<file path="src/rtl/core/assert_macros.svh">
// Assertion macros used by the core top level.
`ifndef ASSERT_MACROS_SVH
`define ASSERT_MACROS_SVH
`ifndef ASSERT_OFF
`define ASSERT_IMPLIES(label, clk, rst, a, c) \
  label: assert property (@(posedge clk) disable iff (rst) (a) |-> (c)) else $error("%m");
`define ASSERT_NEXT(label, clk, rst, a, c) \
  label: assert property (@(posedge clk) disable iff (rst) (a) |=> (c)) else $error("%m");
`else
`define ASSERT_IMPLIES(label, clk, rst, a, c)
`define ASSERT_NEXT(label, clk, rst, a, c)
`endif
`endif

</file>
<file path="src/rtl/core/sldd_pkg.sv">
// Types and constants for the straight-line Doppler drift core.
package sldd_pkg;
  localparam int QueueDepth = 4;
  localparam int SqrtSteps = 32;
  localparam logic [22:0] DriftDiv = 23'd6144000;
  localparam logic [22:0] DriftHalf = 23'd3072000;

  typedef struct packed {
    logic signed [15:0] vel_x;
    logic signed [15:0] vel_y;
    logic signed [19:0] pos_x;
    logic signed [19:0] pos_y;
    logic [15:0] time_now;
    logic [19:0] carrier_freq;
  } in_item_t;

  typedef struct packed {
    logic signed [23:0] drift;
    logic zero_range;
    logic saturated;
  } out_item_t;

  // classified work handed from front to back
  typedef struct packed {
    logic signed [15:0] vx;
    logic signed [15:0] vy;
    logic signed [33:0] rx;
    logic signed [33:0] ry;
    logic [19:0] freq;
    logic zero;
  } work_t;
endpackage

</file>
<file path="src/rtl/core/sldd_front.sv">
// Front end: range vector and normalization, two registered stages.
module sldd_front import sldd_pkg::*; (
  input  logic      clk,
  input  logic      rst,
  input  logic      in_valid,
  input  in_item_t  in_item,
  output logic      out_valid,
  output work_t     out_work
);
  logic v1;
  logic signed [15:0] vx1, vy1;
  logic signed [33:0] rx1, ry1;
  logic [19:0] f1;
  logic [33:0] ax, ay, mx;
  logic [5:0] lz;
  logic signed [33:0] nx, ny;

  always_ff @(posedge clk) begin
    if (rst) v1 <= 1'b0;
    else v1 <= in_valid;
    vx1 <= in_item.vel_x;
    vy1 <= in_item.vel_y;
    rx1 <= 34'(in_item.vel_x * $signed({1'b0, in_item.time_now}))
         + 34'($signed({in_item.pos_x, 12'd0}));
    ry1 <= 34'(in_item.vel_y * $signed({1'b0, in_item.time_now}))
         + 34'($signed({in_item.pos_y, 12'd0}));
    f1 <= in_item.carrier_freq;
  end

  always_comb begin
    ax = rx1[33] ? 34'(-rx1) : rx1;
    ay = ry1[33] ? 34'(-ry1) : ry1;
    mx = ax | ay;
    lz = 6'd0;
    for (int i = 0; i <= 30; i++) begin
      if (mx[i]) lz = 6'(30 - i);
    end
    if (mx[33:31] != 3'd0) begin
      nx = rx1 >>> 1;
      ny = ry1 >>> 1;
    end else begin
      nx = rx1 <<< lz;
      ny = ry1 <<< lz;
    end
  end

  always_ff @(posedge clk) begin
    if (rst) out_valid <= 1'b0;
    else out_valid <= v1;
    out_work.vx <= vx1;
    out_work.vy <= vy1;
    out_work.rx <= nx;
    out_work.ry <= ny;
    out_work.freq <= f1;
    out_work.zero <= (rx1 == 34'sd0) && (ry1 == 34'sd0);
  end
endmodule

</file>
<file path="config.mk">
export PLATFORM = sky130hd
export DESIGN_NAME = sldd_front
export DESIGN_NICKNAME = d
export VERILOG_FILES = /design/src/rtl/core/assert_macros.svh /design/src/rtl/core/sldd_pkg.sv /design/src/rtl/core/sldd_front.sv
export SDC_FILE = /design/constraint.sdc
export NUM_CORES = 2
export LEC_CHECK = 0
export BUFFER_PORTS_ARGS = -buffer_cell sky130_fd_sc_hd__buf_2
export CAP_MARGIN = 20
export CORE_AREA = 2 2 228 230
export CTS_CLUSTER_SIZE = 30
export DETAILED_ROUTE_END_ITERATION = 16
export DIE_AREA = 0 0 230 232
export HOLD_SLACK_MARGIN = 0.06
export PLACE_DENSITY = 0.86
export SKIP_LAST_GASP = 1
export SLEW_MARGIN = 30
export SYNTH_ARGS = -nofsm -noshare
export SYNTH_HDL_FRONTEND = slang
export SYNTH_SLANG_ARGS = --single-unit
</file>
<file path="constraint.sdc">
create_clock -name clk -period 10.6 [get_ports clk]
set_input_delay 0 -clock clk [delete_from_list [all_inputs] [get_ports clk]]
set_output_delay 0 -clock clk [all_outputs]
set_load 0.01 [all_outputs]
</file>
; Yosys cells after proc, flatten, opt, wreduce, memory -nomap -nowiden
; Cells that the tools add are included.
; W data, S select, Z words.
[classes]
n_mux = 35
reduce_logical = 4
n_bitwise = 1
mul = 2
shift = 2
n_lt_le_gt_ge = 0
add_sub_neg = 4
div_mod_pow = 0
n_eq_ne = 0
[ops]
columns = op, n
row1 = $mux W6, 29
row2 = $mux W34, 4
row3 = $add A33 B32 Y34, 2
row4 = $logic_not A34 Y1, 2
row5 = $neg A34 Y34, 2
row6 = $sshl A34 B6 Y34, 2
row7 = $mul A16 B17 Y33, 2
row8 = $or A34 B34 Y34, 1
row9 = $mux W5, 2
row10 = $reduce_bool A3 Y1, 1
row11 = $logic_and A1 B1 Y1, 1
[totals]
latch_bits = 0
n_memories = 0
ramBits = 0
ff_bits = 243
word_cells = 61
input_bits = 111
rom_bits = 0
output_inout_bits = 122

; Longest topological paths before layout
[logic_depth]
ltp_word = 36
depth_mapped = 28
mapped_depth_nobuf = 27

; Worst setup path before layout
; Ideal clock, no wire load.
[synth_timing]
path_kind = in2reg
startpoint = in in_item[80] (netlist bit)
endpoint = reg ry1[32]
path_buffers = 1
t_arrival_ns = 5.914
slack_ns = 4.614
setup_ns = 0.072
stages = 26
required_ns = 10.528
path_cell_list = clkbuf_1 nand2_1 fa_1 inv_1 fa_1 inv_1 fa_1 fa_1 inv_1 fa_1 inv_1 fa_1 inv_1 ha_1 a21o_1 a21oi_1 nand2_1 o211ai_1 a311oi_1 o41ai_1 a21oi_1 o21ai_0 a21oi_1 a21o_1 a21oi_1 xnor2_1
[synth_between]
elab_chain_len = 2
[synth_rtl]
columns = element, line_no
row1 = start: declaration, sldd_front.sv:6  ; input in_item_t in_item,
row2 = $mul A16 B17 Y33, sldd_front.sv:25  ; ry1 <= 34'(in_item.vel_y * $signed({1'b0, in_item.time_now}))
row3 = $add A33 B32 Y34, sldd_front.sv:26  ; + 34'($signed({in_item.pos_y, 12'd0}));
row4 = end signal: assignment, sldd_front.sv:25
row5 = end: declaration, sldd_front.sv:12  ; logic signed [33:0] rx1, ry1;
; Every way passes these cells.
; A chain may end at the register's enable or synchronous reset.

; Worst setup path in the final report
[layout_timing]
startpoint = in in_item[96] (netlist bit)
endpoint = reg rx1[32]
[layout_between]
elab_chain_len = 2
[layout_rtl]
columns = element, line_no
row1 = $mul A16 B17 Y33, sldd_front.sv:23  ; rx1 <= 34'(in_item.vel_x * $signed({1'b0, in_item.time_now}))
row2 = $add A33 B32 Y34, sldd_front.sv:24  ; + 34'($signed({in_item.pos_x, 12'd0}));
row3 = end signal: assignment, sldd_front.sv:23
row4 = end: declaration, sldd_front.sv:12
; Every way passes these cells.

==> results.cfg <==
[finish]
area_growth_pct = 10.2
drive_gt1_share_pct = 10.4
nFillCells = 3940
final_core_util_pct = 65.3
nets = 4241
antennaDiodeCount = 0

[worst_setup_path]
crit_path_max_fanout = 17
cp.required_ps = 11120
slowest_stage = a2111oi_0
cp.arrival_ps = 7280
cp_common_cell = fa_1
critPathLaunchType = input port
cp-end-kind = flip-flop
crit_type = input port to flip-flop
cpPeakStageDelay_ps = 670

[route]
dr.first_iter.drc_count = 2535
drt_first_pass_iters = 6
vias = 24800
viasPerCell = 5.94
drc = 0
wl_per_cell_microns = 20.7
detail-route-antenna-nets = 0
wl_microns = 86200

[floorplan]
die_width_microns = 230
num_io_pins = 233
die-area_sq_um = 53400
die_y_microns = 232
start_util_pct = 59.3
placementRows = 83
core_sq_um = 50900

[flow_run]
cap_violations = 0

[synth]
synthFlopType = dfxtp_1
netlist.area_leader.share_pct = 28.5
synthesis.area_sq_um = 30200
synthCells = 3308
synth_common_cells = inv_1, fa_1, nand2_1
synth_area_leaders = fa_1, dfxtp_1, ha_1
async_reset_ff_share_pct = 0
synth_top_area_cell = fa_1
syn-num-nets = 4083
synth.yosys.warnings = 0
yosysMostFrequentCell = inv_1
avgSynthCellArea_sq_um = 9.12
synth_edf_count = 0
netlist-cell-type-count = 105
ys_seq_area_share_pct = 16.1
ys_seq_elements = 243

[clock_network]
clock_path_buffers = 3
cts_tree = yes
cts_resized = 0
clockRootBuffer = clkbuf_16
cts_made_buffers = 29
hold_buffers = 77
cts.sinks = 243
cts_setup_buffers = 0
cts.clk_slew.worst_paths_ps = 70
insertion_delay_ps = 600
h-tree-depth = 1

[grt]
grt_use_total_pct = 32.5
grt_pass1_vias = 25500
grt_pass1_wl_microns = 136000
grt_remaining_overflow = 0
grt_max_degree = 74
antenna_found_initial = 0

[sta]
finalSetupTns_ps = 0
post-route-period-util_pct = 63.7
fin_ws_ps = 3850
rsz0062_at_grt = no
setup_violations = 0
hold-worst-slack_ps = 144
slew_violations = 0
worstMarginPinSlew_ps = 1010
fmax_mhz = 148
hold_viol = 0
skew_ps = 18.4
max-slew-margin-rel_pct = 32.4
period_needed_ps = 6750

[place]
dp_hpwl_microns = 64400
portBuffers = 232
place_ws_ps = 3800
routabilityCongestion = 1.02

[worst_hold_path]
hp-class = input port to flip-flop

[status]
outcome = finished, final reports clean
[area by class of cell]
type | instances | area, sq um | share of cell area, %
Multi-Input combinational cell | 2295 | 22300 | 67.0
Sequential cell | 243 | 4860 | 14.6
Inverter | 576 | 2160 | 6.50
Timing Repair Buffer | 321 | 2030 | 6.09
Tap cell | 680 | 851 | 2.56
Clock buffer | 37 | 766 | 2.30
Clock inverter | 17 | 310 | 0.933
[sequential cells by signal, indices dropped and copies added, names as in the netlist]
register / flops
out_valid: 1
vx1: 16
v1: 1
ry1: 34
vy1: 16
rx1: 34
out_work: 121
f1: 20
[worst paths after layout]
| kind | start | to | slack [ps] | depth (start not counted) |
|---|---|---|---|---|
| setup / recovery | in_item[96] | rx1[32]$_DFF_P_ | 3850 | 25 |
| hold / removal | rst | out_valid$_SDFF_PP0_ | 140 | 3 |
| setup reg to reg | ry1[2]$_DFF_P_ | out_work[55]$_DFF_P_ | 4220 | 12 |
| hold reg to reg | vy1[5]$_DFF_P_ | out_work[94]$_DFF_P_ | 320 | 0 |
[logic make-up (layout without fill, tap and decap cells)]
kind of cell / after synthesis / after routing / share of synthesized area [%]
adder cells (fa/ha/maj): 664 / 664 / 38.2
AO/OA/AOI/OAI: 411 / 411 / 10.1
AND/OR/NAND/NOR: 937 / 937 / 15.8
buffers and inverters: 770 / 951 / 10.2
XOR/XNOR: 96 / 96 / 2.79
multiplexers: 187 / 187 / 6.78
flip-flops: 243 / 243 / 16.1
[cell usage in the layout (no fill, tap or decap), drive strengths merged, types with 20 or more instances in the layout]
cell / netlist / layout
a21o: 29 / 29
a21oi: 68 / 68
and2: 213 / 213
buf: 50 / 244
clkbuf: 144 / 37
dfxtp: 243 / 243
dlygate4sd3: 0 / 77
fa: 430 / 430
ha: 234 / 234
inv: 575 / 581
mux2: 20 / 20
mux2i: 157 / 157
nand2: 387 / 387
nand2b: 49 / 49
nand3: 31 / 31
nor2: 92 / 92
nor3: 35 / 35
o211ai: 26 / 26
o21a: 20 / 20
o21ai: 60 / 60
o31ai: 20 / 20
xnor2: 65 / 65
xor2: 31 / 31
[critical path, delay by kind of cell]
family	cells	cell delay, ps
buffers and inverters	5	1100
xor gates and xnor gates	1	140
and+or+nand+nor	7	1220
AOI/OAI and AO/OA	5	1870
adders and majority gates	7	2950
[metal layers]
layer / share of wire (%) / global-route usage, % / vias up
met3: 9.4 / 6.16 / 351
li1: - / - / 11000
met2: 47 / 53.7 / 1453
met5: 0 / 0 / -
met4: 6.3 / 17.8 / 0
met1: 38 / 40.2 / 12000
[through the flow]
step / std cells / area, sq um
floorplan: 3308 / 30200
global placement: 4038 / 31400
CTS: 4169 / 33200
finish: 4169 / 33200
global route: 4169 / 33200
detailed placement: 4038 / 31400
Power is not shown: default switching activity piles up to over one toggle a cycle in this logic, so the estimate is an artifact.
