$ cat src/rtl/core/assert_macros.svh
// Assertion macros used by the core top level.
`ifndef ASSERT_MACROS_SVH
`define ASSERT_MACROS_SVH
`ifndef ASSERT_OFF
`define ASSERT_IMPLIES(label, clk, rst, a, c) \
  label: assert property (@(posedge clk) disable iff (rst) (a) |-> (c)) else $error("%m");
`define ASSERT_NEXT(label, clk, rst, a, c) \
  label: assert property (@(posedge clk) disable iff (rst) (a) |=> (c)) else $error("%m");
`else
`define ASSERT_IMPLIES(label, clk, rst, a, c)
`define ASSERT_NEXT(label, clk, rst, a, c)
`endif
`endif

$ cat src/rtl/core/sldd_pkg.sv
// Types and constants for the straight-line Doppler drift core.
package sldd_pkg;
  localparam int QueueDepth = 4;
  localparam int SqrtSteps = 32;
  localparam logic [22:0] DriftDiv = 23'd6144000;
  localparam logic [22:0] DriftHalf = 23'd3072000;

  typedef struct packed {
    logic signed [15:0] vel_x;
    logic signed [15:0] vel_y;
    logic signed [19:0] pos_x;
    logic signed [19:0] pos_y;
    logic [15:0] time_now;
    logic [19:0] carrier_freq;
  } in_item_t;

  typedef struct packed {
    logic signed [23:0] drift;
    logic zero_range;
    logic saturated;
  } out_item_t;

  // classified work handed from front to back
  typedef struct packed {
    logic signed [15:0] vx;
    logic signed [15:0] vy;
    logic signed [33:0] rx;
    logic signed [33:0] ry;
    logic [19:0] freq;
    logic zero;
  } work_t;
endpackage

$ cat src/rtl/core/sldd_queue.sv
// Short FIFO between front and back.
module sldd_queue import sldd_pkg::*; #(
  parameter int Depth = QueueDepth
) (
  input  logic  clk,
  input  logic  rst,
  input  logic  push,
  input  work_t wdata,
  input  logic  pop,
  output logic  nonempty,
  output work_t rdata,
  output logic  [$clog2(Depth):0] count
);
  localparam int AW = $clog2(Depth);
  work_t mem [Depth];
  logic [AW-1:0] wp, rp;

  always_ff @(posedge clk) begin
    if (rst) begin
      wp <= '0;
      rp <= '0;
      count <= '0;
    end else begin
      if (push) wp <= (wp == AW'(Depth - 1)) ? '0 : wp + 1'b1;
      if (pop) rp <= (rp == AW'(Depth - 1)) ? '0 : rp + 1'b1;
      count <= count + (AW+1)'(push) - (AW+1)'(pop);
    end
    if (push) mem[wp] <= wdata;
  end

  assign nonempty = count != '0;
  assign rdata = mem[rp];
endmodule

$ cat config.mk
export PLATFORM = sky130hd
export DESIGN_NAME = sldd_queue
export DESIGN_NICKNAME = d
export VERILOG_FILES = /design/src/rtl/core/assert_macros.svh /design/src/rtl/core/sldd_pkg.sv /design/src/rtl/core/sldd_queue.sv
export SDC_FILE = /design/constraint.sdc
export NUM_CORES = 1
export LEC_CHECK = 0
export ABC_AREA = 1
export BUFFER_PORTS_ARGS = -buffer_cell sky130_fd_sc_hd__buf_2
export CORE_MARGIN = 1
export CORE_UTILIZATION = 37
export DETAILED_ROUTE_END_ITERATION = 12
export GPL_ROUTABILITY_DRIVEN = 1
export GPL_TIMING_DRIVEN = 0
export HOLD_SLACK_MARGIN = 0.02
export PLACE_DENSITY = 0.64
export SLEW_MARGIN = 15
export SYNTH_ARGS = -nofsm -noshare
export SYNTH_HDL_FRONTEND = slang
export SYNTH_SLANG_ARGS = --single-unit
$ cat constraint.sdc
create_clock -name clk -period 4.9 [get_ports clk]
set_input_delay 0.49 -clock clk [delete_from_list [all_inputs] [get_ports clk]]
set_output_delay 0.49 -clock clk [all_outputs]
set_load 0.03 [all_outputs]
* Word level (Yosys, flattened, before mapping)
Memories as Yosys holds them, arrays and structs flattened. A register that Yosys moved wholly into a read port is not among the register bits. Index checks and enable logic that the tools add are counted.
Word-level totals: register bits after elaboration 7, bits in latches 0, bits in writable memories 484, bits in read-only memories 0, input bits 125, output and inout bits 125, logic and storage cells 17, memories kept 1
Cells by class: $add $sub $neg 4, multipliers 0, div/mod/pow operators 0, $lt $le $gt $ge 0, eq/ne operators 2, shift-type cells 0, multiplexer cells 6, bitwise logic cells 0, reduce and logical (&&, ||, !) cells 1
Memories:
- mem | depth 4, bits a word 121, read ports 1, clocked after Yosys merged registers in 1, write ports 1, RTL line sldd_queue.sv:15 | work_t mem [Depth];
Operators with widths (count):
- 2-bit 2-to-1 mux | 4
- 2-bit by 1-bit adder with 2-bit output, second input constant | 2
- 2-bit equality test, second input constant | 2
- 3-bit by 1-bit adder with 3-bit output | 1
- 3-bit nonzero test | 1
- 3-bit by 1-bit subtractor with 3-bit output | 1
- 1-bit 2-to-1 mux | 2

* Depth between registers and ports, before layout
Gate-level depths: netlist (run 1).
depth after elaboration 4, depth in mapped cells 9, mapped depth without buffers 9

* Least setup slack after synthesis (run 1)
No wires, ideal clock.
kind register -> register, start point reg wp[0], end point mem mem[2][0] (netlist name) (enable), arrival 2913 ps, data required time 4426 ps, slack 1513 ps, cell stages (with the launch flop) 5, path buffers 0, clock period less this slack 3387 ps, path through dfxtp_1 inv_1 ha_1 nand2_1 inv_1
RTL lines:
- start: declaration | RTL line sldd_queue.sv:16 | logic [AW-1:0] wp, rp;
- start signal: assignment | RTL line sldd_queue.sv:24 | if (push) wp <= (wp == AW'(Depth - 1)) ? '0 : wp + 1'b1;
- end: declaration | RTL line sldd_queue.sv:15
Straight into the memory's write port.

==> results of run 1 <==
per-layer routing:
| layer | track usage [%] | part of all wire [%] | vias up |
|---|---|---|---|
| met2 | 28.87 | 48 | 316 |
| met3 | 4.813 | 7.5 | 78 |
| met1 | 22.75 | 42 | 5837 |
| met4 | 5.469 | 2.0 | 16 |
| met5 | 0 | 0.19 | - |
| li1 | - | - | 5760 |
cell usage after synthesis:
cell | number | area (um2)
ha_1 | 7 | 87.58
buf_4 | 4 | 30.03
clkbuf_1 | 5 | 18.77
nand2_1 | 251 | 942.2
buf_2 | 40 | 200.2
o21ai_1 | 100 | 500.5
dfxtp_1 | 9 | 180.2
buf_6 | 31 | 349.1
fa_1 | 1 | 20.02
a21oi_1 | 124 | 620.6
inv_1 | 257 | 964.7
edfxtp_1 | 484 | 14530
nand3_1 | 2 | 10.01
o211ai_1 | 121 | 908.4
nor2_1 | 9 | 33.78
clkbuf_2 | 1 | 5.000
o21ai_0 | 24 | 120.1
cells by family after synthesis:
family                   count (synthesis)  share of synthesized area (%)
AO/OA/AOI/OAI                          369                          11.01
buffers and inverters                  338                          8.029
adder cells (fa/ha/maj)                  8                         0.5511
AND/OR/NAND/NOR                        262                          5.050
flip-flops                             493                          75.36
worst register-to-register path: stages (launching register included):
cell and delay, ns:
dfxtp_1 0.34, inv_1 0.10, ha_1 0.15, nand2_1 0.13
inv_8 0.26, buf_16 0.38
registers in the layout, summed over array words and instances, names as in the netlist, named ones only:
register  cells
rp            2
mem         484
count         3
wp            2
area by class of cell:
class	count	share of cell area [%]
tap	680	3.620
clock buffer	67	6.048
clock inverter	30	1.288
timing repair buffer	253	5.771
inverter	257	4.233
multi-input combinational	639	13.80
sequential	493	62.61
antenna	6	0.06389
buffer	81	2.566
power groups by stage:
stage	clock, uW	combinational (uW)	sequential [uW]
2_1_floorplan	0	800	4990
3_3_place_gp	0	1290	5000
3_5_place_dp	0	1320	4960
4_1_cts	4050	1330	4880
5_1_grt	4200	1410	4890
6_report	3960	1300	4880
worst max path at each step:
stage                           endpoint          startpoint  cells after the start  slack, ns
global route                   rdata[46]            register                      6       2.08
finish                         rdata[46]            register                      6       2.20
CTS                            rdata[46]            register                      6       2.09
floorplan            mem[2][0]$_DFFE_PP_  wp[0]$_SDFFE_PP0P_                      4       1.51
global placement    mem[3][78]$_DFFE_PP_                push                      3      -0.82
detailed placement             rdata[46]            register                      6       2.74
metrics by stage:
| stage | TNS [ns] | worst slack [ns] |
|---|---|---|
| 2_1_floorplan | 0 | 1.513 |
| 3_3_place_gp | -354.20 | -0.8247 |
| 3_5_place_dp | 0 | 2.741 |
| 4_1_cts | 0 | 2.094 |
| 5_1_grt | 0 | 2.083 |
| 6_report | 0 | 2.198 |
==> results.json, run 1 <==
{
  "place_area_mm2": 0.02176,
  "tightest_slew_ns": 0.6907,
  "postLayoutCellArea_mm2": 0.02350,
  "drt-pass1-iter-count": 5,
  "postCtsSetupRepairBufs": 0,
  "p_leak_uw": 0.009253,
  "worstPathMaxFanout": 10,
  "netlist_area_mm2": 0.01952,
  "finalNetCount": 1911,
  "synth_cell_types": 17,
  "swShare_pct": 25.82,
  "dp.cells": 2403,
  "worst_ep_arrival_time_ns": 2.21,
  "crit_family": "buffers and inverters",
  "antenna_found_initial": 11,
  "synthCells": 1470,
  "initial_core_util_pct": 37.75,
  "hold_path_depth": 2,
  "worstReg2RegStart": "wp[0]$_SDFFE_PP0P_",
  "vdd.ir_drop.worst_uv": 293.9,
  "final_util_pct": 45.44,
  "num_io_pins": 250,
  "path_buf_inv": 4,
  "rsz0062_at_grt": "false",
  "multi_input_area_mm2": 0.003243,
  "first_global_vias": 12210,
  "fill_cells": 4577,
  "power_uw": 10130,
  "pwr_density_cell_mw_per_mm2": 431.1,
  "grt_max_degree": 90,
  "r2r_end": "mem[0][67]$_DFFE_PP_",
  "grt_usage_pct": 17.64,
  "path_cells": "buf_4 -> buf_4 -> buf_2 -> o211ai_1 -> nand2_1 -> buf_2",
  "cts_tree": "done",
  "ys_seq_area_share_pct": 75.36,
  "setup_violations": 0,
  "viasPerCell": 4.791,
  "cts.root.buffer_cell": "clkbuf_16",
  "hold_buffers": 0,
  "coreArea_mm2": 0.05172,
  "hold_violations": 0,
  "fmax_ghz": 0.3701,
  "area_delta_synth_final_pct": 20.37,
  "startpoint_type": "register",
  "vias": 12010,
  "final_common_cell": "edfxtp_1",
  "p_clk_share_pct": 39.0,
  "slowest_stage": "dfxtp_1",
  "hpwl_um": 29210,
  "drive_gt1_share_pct": 22.64,
  "final_cell_mix": "edfxtp_1 (484), buf_2 (289), inv_1 (253), nand2_1 (251), a21oi_1 (124)",
  "die_area_mm2": 0.05369,
  "clockBufferDepth": 3,
  "row_count": 83,
  "io_buffers": 249,
  "period_share_pct": 55.14,
  "ys_seq_elements": 493,
  "clock_latency_ns": 0.59,
  "whs_endpoint": "count[1]$_SDFF_PP0_",
  "path_clk_slew_ns": 0.06,
  "drt_wl_total_um": 47810,
  "cts.sinks": 493,
  "p_int_uw": 7516,
  "fp.dieH_um": 231.7,
  "stdcell_count": 2506,
  "drv_slew": 0,
  "skew_ns": 0.009486,
  "grt_pass1_wl_um": 71150,
  "critPathRequiredTime_ns": 4.41,
  "seqCellArea_mm2": 0.01471,
  "gp_congestion": 0.7504,
  "comb_power_share_pct": 12.8,
  "first_iter_violations": 710,
  "min_from": "rst",
  "globalRouteOverflowTotal": 0,
  "worstRegToRegCells": 5,
  "rrSetupSlack_ns": 2.94,
  "outcome": "finished, final reports clean",
  "hold_ws_ns": 0.1059,
  "wl_per_cell_um": 19.08,
  "dieWidth_um": 231.7,
  "cts_resized": 0,
  "ys_warn_count": 0,
  "drc": 0,
  "htree_levels": 2,
  "avgSynthCellArea_um2": 13.28,
  "max_stage_delay_ns": 0.31,
  "p_sw_uw": 2616,
  "drv_cap": 0,
  "drtAntennaViolNets": 0,
  "finalCriticalPeriod_ns": 2.702,
  "worstSetupPathType": "register to output pin",
  "power_frac_seq_pct": 48.1,
  "worstHoldPathType": "primary input to register",
  "worst_setup_path_end_kind": "output pin",
  "synthesis.nets": 1603,
  "cts_buffers": 53,
  "slew_headroom_pct": 53.95
}
No activity file was read; power rests on OpenSTA's default activity.
==> inputs of run 2 (changes only) <==
--- a/config.mk
+++ b/config.mk
@@ -5,7 +5,7 @@
 export SDC_FILE = /design/constraint.sdc
 export NUM_CORES = 1
 export LEC_CHECK = 0
-export ABC_AREA = 1
+export ABC_AREA = 0
 export BUFFER_PORTS_ARGS = -buffer_cell sky130_fd_sc_hd__buf_2
 export CORE_MARGIN = 1
 export CORE_UTILIZATION = 37
@@ -13,7 +13,7 @@
 export GPL_ROUTABILITY_DRIVEN = 1
 export GPL_TIMING_DRIVEN = 0
 export HOLD_SLACK_MARGIN = 0.02
-export PLACE_DENSITY = 0.64
+export PLACE_DENSITY = 0.67
 export SLEW_MARGIN = 15
 export SYNTH_ARGS = -nofsm -noshare
 export SYNTH_HDL_FRONTEND = slang
==> constraint.sdc (replaced) <==
create_clock -name clk -period 2.2 [get_ports clk]
set_input_delay 0.22 -clock clk [delete_from_list [all_inputs] [get_ports clk]]
set_output_delay 0.22 -clock clk [all_outputs]
set_load 0.03 [all_outputs]
==> run 2 against run 1 <==
Effect of this change: the run now ends with setup timing left; global-route usage is 2.7 points lower; routed wire length is 21% lower; highest routed layer unchanged; utilization is 5.3 points higher; first-iteration DRC count is 34% lower; final cell count is 29% lower; clock power is 120% higher.
==> results.json, run 2 <==
{
  "worst_setup_path_end_kind": "output pin",
  "max_stage_delay_ns": 0.51,
  "synth_most_common_cell": "edfxtp_1",
  "worstPathMaxFanout": 9,
  "layout_setup_ws_ns": -0.1389,
  "first_global_vias": 9460,
  "wl_per_cell_um": 21.10,
  "ys_seq_elements": 493,
  "pwr_density_cell_mw_per_mm2": 934.0,
  "synth_area_leaders": "edfxtp_1 (81%), mux4_2 (15%), buf_12 (1.1%), dfxtp_1 (1.0%), ha_1 (0.49%)",
  "synthesis.nets": 806,
  "ys_warn_count": 0,
  "slowest_stage": "mux4_2",
  "synth_cell_types": 21,
  "setup_violations": 119,
  "rrSetupSlack_ns": 0.17,
  "synthCells": 673,
  "r2r_end": "mem[3][44]$_DFFE_PP_",
  "cts.root.buffer_cell": "clkbuf_16",
  "worstSetupPathType": "register to output pin",
  "critPathRequiredTime_ns": 1.98,
  "cts_tree": "done",
  "final_cell_mix": "edfxtp_1 (484), buf_2 (151), dlygate4sd3_1 (123), mux4_2 (121), buf_6 (102)",
  "dieWidth_um": 222.5,
  "yosysTopAreaCellShare_pct": 80.77,
  "hpwl_um": 21640,
  "ys_seq_area_share_pct": 81.77,
  "seqCellArea_mm2": 0.01472,
  "io_buffers": 249,
  "skew_ns": 0.01041,
  "coreArea_mm2": 0.04785,
  "synth-edff-count": 484,
  "slew_headroom_pct": 53.20,
  "drc": 0,
  "hold_violations": 0,
  "finalNetCount": 1254,
  "area_delta_synth_final_pct": 34.99,
  "drv_slew": 0,
  "startpoint_type": "register",
  "worstReg2RegStart": "wp[0]$_SDFFE_PP0P_",
  "rsz0062_at_grt": "true",
  "period_share_pct": 106.3,
  "drt_wl_total_um": 37540,
  "place_area_mm2": 0.02024,
  "finalCriticalPeriod_ns": 2.339,
  "viasPerCell": 4.895,
  "first_iter_violations": 468,
  "drtAntennaViolNets": 0,
  "multi_input_area_mm2": 0.002985,
  "endpoint": "rdata[87]",
  "cts.sinks": 493,
  "largest_reg_flops": 484,
  "violations": "setup timing",
  "final_common_cell": "edfxtp_1",
  "power_uw": 22690,
  "vias": 8709,
  "netlist_area_mm2": 0.01799,
  "p_leak_uw": 0.008332,
  "ys.flop_type": "edfxtp_1",
  "die_area_mm2": 0.04952,
  "worstHoldPathType": "primary input to register",
  "fmax_ghz": 0.4276,
  "tightest_slew_ns": 0.7019,
  "num_io_pins": 250,
  "fp.dieH_um": 222.5,
  "htree_levels": 2,
  "path_cells": "buf_12 -> buf_16 -> clkbuf_16 -> mux4_2 -> buf_6",
  "avgSynthCellArea_um2": 26.74,
  "globalRouteOverflowTotal": 0,
  "drive_gt1_share_pct": 43.68,
  "postLayoutCellArea_mm2": 0.02429,
  "row_count": 80,
  "largest_registers": "mem (484), count (3)",
  "largest_register": "mem",
  "grt_pass1_wl_um": 55570,
  "antenna_found_initial": 2,
  "worst_ep_arrival_time_ns": 2.12,
  "clock_latency_ns": 0.57,
  "cts_buffers": 50,
  "synth_top_area_cell": "edfxtp_1",
  "gp_congestion": 0.6864,
  "path_clk_slew_ns": 0.06,
  "vdd.ir_drop.worst_uv": 854.9,
  "drt-pass1-iter-count": 5,
  "worstRegToRegCells": 4,
  "grt_usage_pct": 14.97,
  "drv_cap": 0,
  "grt_max_degree": 45,
  "async_flop_share_pct": 0,
  "synthTopCellsByCount": "edfxtp_1 (484), mux4_2 (121), buf_12 (10), buf_2 (9), dfxtp_1 (9)",
  "clockBufferDepth": 3,
  "initial_core_util_pct": 37.61,
  "outcome": "finished with violations",
  "fill_cells": 3722
}
[run 2: where the power goes]
part	leakage (uW)	internal [uW]	switching [uW]
Clock	0.000852	5410	3460
Combinational	0.00296	1400	1600
Sequential	0.00452	10700	92.4
Total	0.00833	17500	5150
[run 2: through the flow]
stage / setup slack [ns] / hold WS [ns] / util, % / TNS [ns] / std cells
floorplan: 0.3563 / 0.2867 / - / 0 / 673
global placement: -0.4205 / 0.4308 / 41.84 / -216.80 / 1537
detailed placement: -0.4416 / 0.4362 / 42.30 / -34.65 / 1545
CTS: -0.1887 / 0.02917 / 50.30 / -17.25 / 1769
global route: -0.2264 / 0.05297 / 50.76 / -21.10 / 1778
finish: -0.1389 / 0.07150 / 50.77 / -9.838 / 1779
[run 2: how the worst min path moves through the flow]
stage                          from                    to  cells past startpoint
after detailed placement  wdata[77]  mem[0][77]$_DFFE_PP_                      1
after floorplan                 rst   count[1]$_SDFF_PP0_                      1
after global placement    wdata[61]  mem[2][61]$_DFFE_PP_                      1
final                          push    wp[1]$_SDFFE_PP0P_                      3
after CTS                      push    wp[1]$_SDFFE_PP0P_                      3
after global routing           push    wp[1]$_SDFFE_PP0P_                      3
[run 2: logic make-up after synthesis]
logic type                 share of synthesized area [%]
buffers and inverters                              1.738
DFF                                                81.77
AOI/OAI and AO/OA                                0.05563
and+or+nand+nor                                   0.4589
xor gates and xnor gates                          0.1251
adders and majority gates                         0.5980
muxes                                              15.26
[run 2: timing repair]
item | 4_1_cts | 5_1_grt
setup buffers | 2 | 1
hold endpoints to repair | 493 | 0
gates resized for setup | 228 | 3
hold buffers | 123 | 0
endpoints found under the setup margin | 161 | 121
gates cloned | 5 | 8
pin swaps | 0 | 0
[run 2: area by class of cell]
class	count	share of cell area [%]
antenna	1	0.01030
inverter	5	0.07726
tap	615	3.168
clock buffer	64	5.712
clock inverter	30	1.504
sequential	493	60.58
buffer	27	1.514
multi-input combinational	149	12.29
timing repair buffer	395	15.14
[run 2: worst max-delay path, delay by kind of cell, from the launching register on]
family	cells	cell delay [ns]
flops	1	0.35
buf+inv	4	0.68
mux	1	0.51
[run 2: per-layer routing]
layer  track usage, %  vias to the layer above  wire, um  part of all wire, %
li1                 -                     3829         -                    -
met1            19.13                     4590     15920                   42
met2            24.69                      226     18500                   49
met3            4.139                       62      2269                  6.0
met4            4.983                        2       845                  2.3
met5                0                        -        10                0.027
